[config.mk]
export PLATFORM = sky130hd
export DESIGN_NAME = isds_cell
export DESIGN_NICKNAME = d
export VERILOG_FILES = /design/src/rtl/core/isds_pkg.sv /design/src/rtl/core/isds_cell.sv
export SDC_FILE = /design/constraint.sdc
export NUM_CORES = 1
export LEC_CHECK = 0
export ABC_AREA = 1
export BUFFER_PORTS_ARGS = -buffer_cell sky130_fd_sc_hd__clkbuf_2
export CAP_MARGIN = 10
export CORE_UTILIZATION = 43
export DETAILED_ROUTE_END_ITERATION = 10
export GPL_ROUTABILITY_DRIVEN = 0
export PLACE_DENSITY = 0.79
export SLEW_MARGIN = 30
export SYNTH_ARGS = -nofsm -noshare
export SYNTH_HDL_FRONTEND = slang
export SYNTH_SLANG_ARGS = --single-unit
[constraint.sdc]
create_clock -name i_clk -period 2.6 [get_ports i_clk]
set_clock_uncertainty 0.2 [all_clocks]
set_input_delay 0.13 -clock i_clk [delete_from_list [all_inputs] [get_ports i_clk]]
set_output_delay 0.13 -clock i_clk [all_outputs]
set_load 0.01 [all_outputs]
[src/rtl/core/isds_pkg.sv]
// ----------------------------------------------------------------------------
// isds_pkg
// shared types and constants for the integer stack / deque store
// ----------------------------------------------------------------------------
package isds_pkg;

    localparam int OP_W   = 3;
    localparam int WORD_W = 32;
    localparam int IDX_W  = 6;
    localparam int CNT_W  = 7;
    localparam int ST_W   = 2;

    typedef enum logic [OP_W-1:0] {
        OP_PUSH      = 3'd0,
        OP_POP_BACK  = 3'd1,
        OP_POP_FRONT = 3'd2,
        OP_READ      = 3'd3,
        OP_CLEAR     = 3'd4
    } t_op;

    typedef enum logic [ST_W-1:0] {
        ST_OK    = 2'd0,
        ST_EMPTY = 2'd1,
        ST_FULL  = 2'd2,
        ST_RANGE = 2'd3
    } t_status;

    typedef enum logic [1:0] {
        S_IDLE = 2'd0,
        S_LOAD = 2'd1,
        S_SCAN = 2'd2,
        S_DONE = 2'd3
    } t_state;

    // broadcast control for the row of cells
    typedef struct packed {
        logic write_req;
        logic shift_word;
        logic load_lane;
        logic shift_lane;
    } t_cell_ctl;

endpackage

[src/rtl/core/isds_cell.sv]
// ----------------------------------------------------------------------------
// isds_cell
// one storage cell: a held word plus a read-lane stage toward cell zero
// ----------------------------------------------------------------------------
module isds_cell #(
    parameter int AW    = 6,
    parameter int INDEX = 0
) (
    input  logic                             i_clk,
    input  isds_pkg::t_cell_ctl              i_ctl,
    input  logic [AW-1:0]                    i_wr_ptr,
    input  logic [isds_pkg::WORD_W-1:0]      i_push_value,
    input  logic [isds_pkg::WORD_W-1:0]      i_nb_word,
    input  logic [isds_pkg::WORD_W-1:0]      i_nb_lane,
    output logic [isds_pkg::WORD_W-1:0]      o_word,
    output logic [isds_pkg::WORD_W-1:0]      o_lane
);
    import isds_pkg::*;

    localparam logic [AW-1:0] MY_PTR = AW'(INDEX);

    logic [WORD_W-1:0] r_word;
    logic [WORD_W-1:0] r_lane;

    // word: written on push at the tail, or takes the upper neighbor on pop front
    always_ff @(posedge i_clk) begin
        if (i_ctl.write_req && (i_wr_ptr == MY_PTR)) begin
            r_word <= i_push_value;
        end else if (i_ctl.shift_word) begin
            r_word <= i_nb_word;
        end
    end

    // lane: snapshot of the words, then moves one place down per scan cycle
    always_ff @(posedge i_clk) begin
        if (i_ctl.load_lane) begin
            r_lane <= r_word;
        end else if (i_ctl.shift_lane) begin
            r_lane <= i_nb_lane;
        end
    end

    assign o_word = r_word;
    assign o_lane = r_lane;

endmodule

==> results of run 1 <==
sequential cells by signal, indices dropped and copies added (netlist names):
signal,cells
o_word,32
o_lane,32
through the flow:
step	cells	power [mW]
floorplan	287	1.46
global placement	523	1.65
detailed placement	523	1.66
CTS	635	2.43
global route	635	2.54
finish	635	2.44
repair_timing:
action / 4_1_cts / 5_1_grt
hold buffers: 96 / 0
hold endpoints to repair: 64 / 0
endpoints found under the setup margin: 0 / 0
worst max-delay path: stages:
cell	delay, ns
clkbuf_2	0.08
inv_1	0.05
nand2_1	0.09
nor2_4	0.12
buf_4	0.33
nand3_1	0.15
nand2_1	0.11
dlygate4sd3_1	0.56
path summary, 6_finish.rpt:
path | endpoint | slack (ns) | cells past startpoint | from
max | o_word[30]$_DFFE_PP_ | 0.97 | 8 | i_wr_ptr[3]
min | o_lane[22]$_DFFE_PP_ | 0.09 | 3 | i_ctl[1]
max reg2reg | o_lane[24]$_DFFE_PP_ | 1.55 | 2 | o_word[24]$_DFFE_PP_
min reg2reg | o_lane[6]$_DFFE_PP_ | 0.35 | 2 | o_word[6]$_DFFE_PP_
kinds of logic after synthesis:
logic type	after synthesis	share of synthesized area
flip-flops	64	0.668
buffers and inverters	23	0.0487
AND/OR/NAND/NOR	200	0.283
synthesized netlist by cell type:
cell type	n
inv_2	1
nand2_1	164
buf_4	6
nand2_4	1
buf_6	3
edfxtp_1	64
inv_1	6
nor2_4	2
buf_2	7
nand3_1	32
or2_1	1
final cells by class:
type | instances | share of cell area
multi-input cells | 200 | 0.168
clock inverters | 7 | 0.00592
flip-flops and latches | 64 | 0.395
clock buffers | 9 | 0.0255
inverters | 7 | 0.00540
repair buffers | 271 | 0.380
well taps | 77 | 0.0198
layer usage:
metal / GRT usage / routed length, um
met5: 0 / 0
met4: 0.154 / 375
met3: 0.0415 / 577
met2: 0.498 / 4920
met1: 0.304 / 3340
report_power, final:
part	switching [mW]	internal, mW	total [mW]	leakage, nW
clock network	0.353	0.326	0.678	0.0804
logic	0.225	0.247	0.472	1.75
registers	0.0447	1.25	1.29	0.645
==> summary.md, run 1 <==
| Metric | Value |
|---|---|
| Status | finished, violations left |
| Violated checks | DRC |
| Ys Warns | 0 |
| Setup crit end kind | flip-flop |
| Fmax achieved | 613 MHz |
| Top Ports | 171 |
| Pre-CTS setup slack | 0.846 ns |
| Worst VDD drop | 0.000309 V |
| CTS Sinks | 64 |
| Die width | 83.8 um |
| Avg Cell Area, Syn | 10.0 um^2 |
| Slew headroom | 0.634 |
| Gr usage total | 0.274 |
| DR vias/cell | 4.84 |
| Sequential area share after synthesis | 0.668 |
| Die area | 7020 um^2 |
| Setup TNS | 0 ns |
| Clock buffer depth | 2 |
| Top-area cell type share of the netlist area | 0.668 |
| WL per Instance | 14.5 um |
| ANT cells | 0 |
| #FFs+latches synth | 64 |
| Die H | 83.8 um |
| Hpwl dp | 5230 um |
| Finished Cell Area | 4860 um^2 |
| Post-layout util | 0.757 |
| Initial antenna violation count | 0 |
| Max_cap viols | 0 |
| CP Data Required Time | 2.59 ns |
| GR Overflow Total | 0 |
| Rows | 29 |
| Core ar. | 6420 um^2 |
| Worst Max-Slew Pin Slew | 0.548 ns |
| Most frequent cells in the layout | 170 x clkbuf_2, 164 x nand2_1, 96 x dlygate4sd3_1, 64 x edfxtp_1, 32 x nand3_1 |
| Post-CTS Setup Bufs | 0 |
| Share of post-route cells with drive strength above 1 | 0.341 |
| Remaining DRCs | 24 |
| Critical Path AT | 1.62 ns |
| Crit path time final | 1.63 ns |
| Post-route ant nets | 0 |
| Power Density | 503 nW/um^2 |
| Synth cell types | 11 |
| WS Path Type | in2reg |
| Post-Syn Area | 2880 um^2 |
| Period utilization | 0.627 |
| # fillers | 416 |
| Seq. cell area | 1920 um^2 |
| Net Count, Synth | 394 |
| First-pass GRT wire length | 14600 um |
| Crit-path max FO | 32 |
| Hold Crit Class | in2reg |
| Clock transition at path regs | 0.07 ns |
| WL final | 9220 um |
| Input/output buffers | 170 |
| Area Overhead vs Synth | 69.0% |
| CTS tree | yes |
| Via count | 3074 |
| Number of H-tree levels | 3 |
| Clk Latency, worst-skew pair | 0.33 ns |
| DR pass1 iterations | 8 |
| Clock Tree Root | clkbuf_8 |
| Nets | 660 |
| Synth area leader | edfxtp_1 |
| Final Hold Viols | 0 |
| Leak Pwr | 2.47 nW |
| Final Max Slew Viols | 0 |
| Initial Util | 0.448 |
| Multi-input gate area | 816 um^2 |
| First DRT Iteration DRCs | 171 |
| Post-CTS resize count | 0 |
| Gate Count Post-Synth | 287 |
| Most common cell after layout, fill and taps aside | clkbuf_2 |
| Unrepaired setup endpoints after global routing | false |
| Worst Hold Margin | 0.0914 ns |
| Final setup fails | 0 |
| Vias in the first global route | 3116 |
| Largest net degree at the start of global routing | 34 |
| Final Worst Setup Slack | 0.970 ns |
| Startpoint types | primary input |
| Num CTS Buffers | 9 |
| Area contributors post-synth | edfxtp_1 67%, nand2_1 21%, nand3_1 5.6%, buf_4 1.6%, buf_2 1.2% |
| Placed inst area | 3750 um^2 |
Power figures use the tool's default switching activity.
==> run 2: changes to the inputs <==
--- a/config.mk
+++ b/config.mk
@@ -8,10 +8,10 @@
 export ABC_AREA = 1
 export BUFFER_PORTS_ARGS = -buffer_cell sky130_fd_sc_hd__clkbuf_2
 export CAP_MARGIN = 10
-export CORE_UTILIZATION = 43
+export CORE_UTILIZATION = 39
 export DETAILED_ROUTE_END_ITERATION = 10
 export GPL_ROUTABILITY_DRIVEN = 0
-export PLACE_DENSITY = 0.79
+export PLACE_DENSITY = 0.76
 export SLEW_MARGIN = 30
 export SYNTH_ARGS = -nofsm -noshare
 export SYNTH_HDL_FRONTEND = slang
==> constraint.sdc (replaced) <==
create_clock -name i_clk -period 1.44 [get_ports i_clk]
set_clock_uncertainty 0.2 [all_clocks]
set_input_delay 0.072 -clock i_clk [delete_from_list [all_inputs] [get_ports i_clk]]
set_output_delay 0.072 -clock i_clk [all_outputs]
set_load 0.01 [all_outputs]
==> summary.md, run 2 (same netlist as run 1, synthesis figures left out) <==
| Metric | Value |
|---|---|
| Finished Cell Area | 4970 um^2 |
| Period utilization | 0.831 |
| Non-Filler Instances | 661 |
| WS Path Type | reg2out |
| Unrepaired setup endpoints after global routing | false |
| DR vias/cell | 4.67 |
| Number of H-tree levels | 3 |
| Vias in the first global route | 3030 |
| Max_cap viols | 0 |
| Post-route ant nets | 0 |
| Clock Tree Root | clkbuf_8 |
| Post-layout util | 0.716 |
| DR pass1 iterations | 5 |
| Initial antenna violation count | 0 |
| WL per Instance | 14.0 um |
| Die width | 87.9 um |
| CP Data Required Time | 1.17 ns |
| Largest net degree at the start of global routing | 33 |
| GR Overflow Total | 0 |
| Core ar. | 6940 um^2 |
| Startpoint types | flip-flop |
| Critical Path AT | 0.92 ns |
| Rows | 30 |
| Crit path time final | 1.20 ns |
| CTS Sinks | 64 |
| Clk Latency, worst-skew pair | 0.32 ns |
| Nets | 667 |
| Power Density | 895 nW/um^2 |
| Slew headroom | 0.630 |
| Crit-path max FO | 2 |
| Combinational share of power | 0.196 |
| Gr usage total | 0.238 |
| Hold Crit Class | in2reg |
| Clock transition at path regs | 0.07 ns |
| Remaining DRCs | 0 |
| Final setup fails | 0 |
| Status | finished clean |
| Buf/Inv on CP | 1 |
| CTS tree | yes |
| Power share of the clock group | 0.281 |
| Die area | 7730 um^2 |
| Final Max Slew Viols | 0 |
| Internal | 3.32 mW |
| Cells after DPL | 549 |
| Num CTS Buffers | 9 |
| Placed inst area | 3860 um^2 |
| Final Hold Viols | 0 |
| Crit-path slowest cell | edfxtp_1 |
| First DRT Iteration DRCs | 93 |
| Switching share of power | 0.254 |
| Hpwl dp | 5820 um |
| Setup crit end kind | output pin |
| Most frequent cells in the layout | 170 x clkbuf_2, 163 x nand2_1, 96 x dlygate4sd3_1, 64 x edfxtp_1, 32 x nand3_1 |
| Worst Max-Slew Pin Slew | 0.555 ns |
| Psw | 1.13 mW |
| Initial Util | 0.414 |
| CP top delay family | flip-flops |
| Worst Hold Margin | 0.0453 ns |
| Final Worst Setup Slack | 0.243 ns |
| Leak Pwr | 2.52 nW |
| Crit-path cells | clkbuf_2 |
| Die H | 87.9 um |
| Most common cell after layout, fill and taps aside | clkbuf_2 |
| Input/output buffers | 170 |
| Setup TNS | 0 ns |
| Clock buffer depth | 2 |
| Worst VDD drop | 0.000395 V |
| WL final | 9270 um |
| Pre-CTS setup slack | 0.136 ns |
| Seq pwr share | 0.523 |
| Overall Power | 4.45 mW |
| Worst path max stage delay | 0.43 ns |
| ANT cells | 0 |
| Via count | 3086 |
| Fmax achieved | 835 MHz |
| Top Ports | 171 |
| Post-CTS resize count | 0 |
| First-pass GRT wire length | 13600 um |
| Post-CTS Setup Bufs | 0 |
| Share of post-route cells with drive strength above 1 | 0.356 |
| Area Overhead vs Synth | 72.8% |
[run 2: worst paths after layout]
| check | end | start | slack [ns] | depth (start not counted) |
|---|---|---|---|---|
| worst max-delay path | o_word[24] | o_word[24]$_DFFE_PP_ | 0.24 | 1 |
| worst max register to register | o_lane[24]$_DFFE_PP_ | o_word[24]$_DFFE_PP_ | 0.41 | 2 |
| worst min register to register | o_lane[11]$_DFFE_PP_ | o_word[11]$_DFFE_PP_ | 0.34 | 2 |
| worst min-delay path | o_word[10]$_DFFE_PP_ | i_ctl[2] | 0.05 | 4 |
[run 2: repair_timing]
action                                 4_1_cts  5_1_grt
endpoints found under the hold margin       64        0
setup endpoints to repair                    0        0
hold buffers                                96        0
[run 2: power groups by stage]
stage | clock network [mW] | logic (mW) | registers, mW
final | 1.25 | 0.874 | 2.33
after detailed placement | 0 | 0.652 | 2.36
after floorplan | 0 | 0.190 | 2.44
after global placement | 0 | 0.641 | 2.36
after global routing | 1.35 | 0.947 | 2.34
after CTS | 1.28 | 0.860 | 2.32
[run 2: final cells by class]
cell class / instances / area [um^2]
Clock buffer: 11 / 131
Clock inverter: 5 / 23.8
Fill cell: 511 / 1970
Inverter: 7 / 26.3
Multi-Input combinational cell: 200 / 823
Sequential cell: 64 / 1920
Tap cell: 96 / 120
Timing Repair Buffer: 278 / 1930
[run 2: metal layers]
metal,wire (um),part of all wire,track usage
met1,3450,0.37,0.260
met3,648,0.070,0.0396
met4,293,0.032,0.134
met5,0,0,0
met2,4880,0.53,0.438
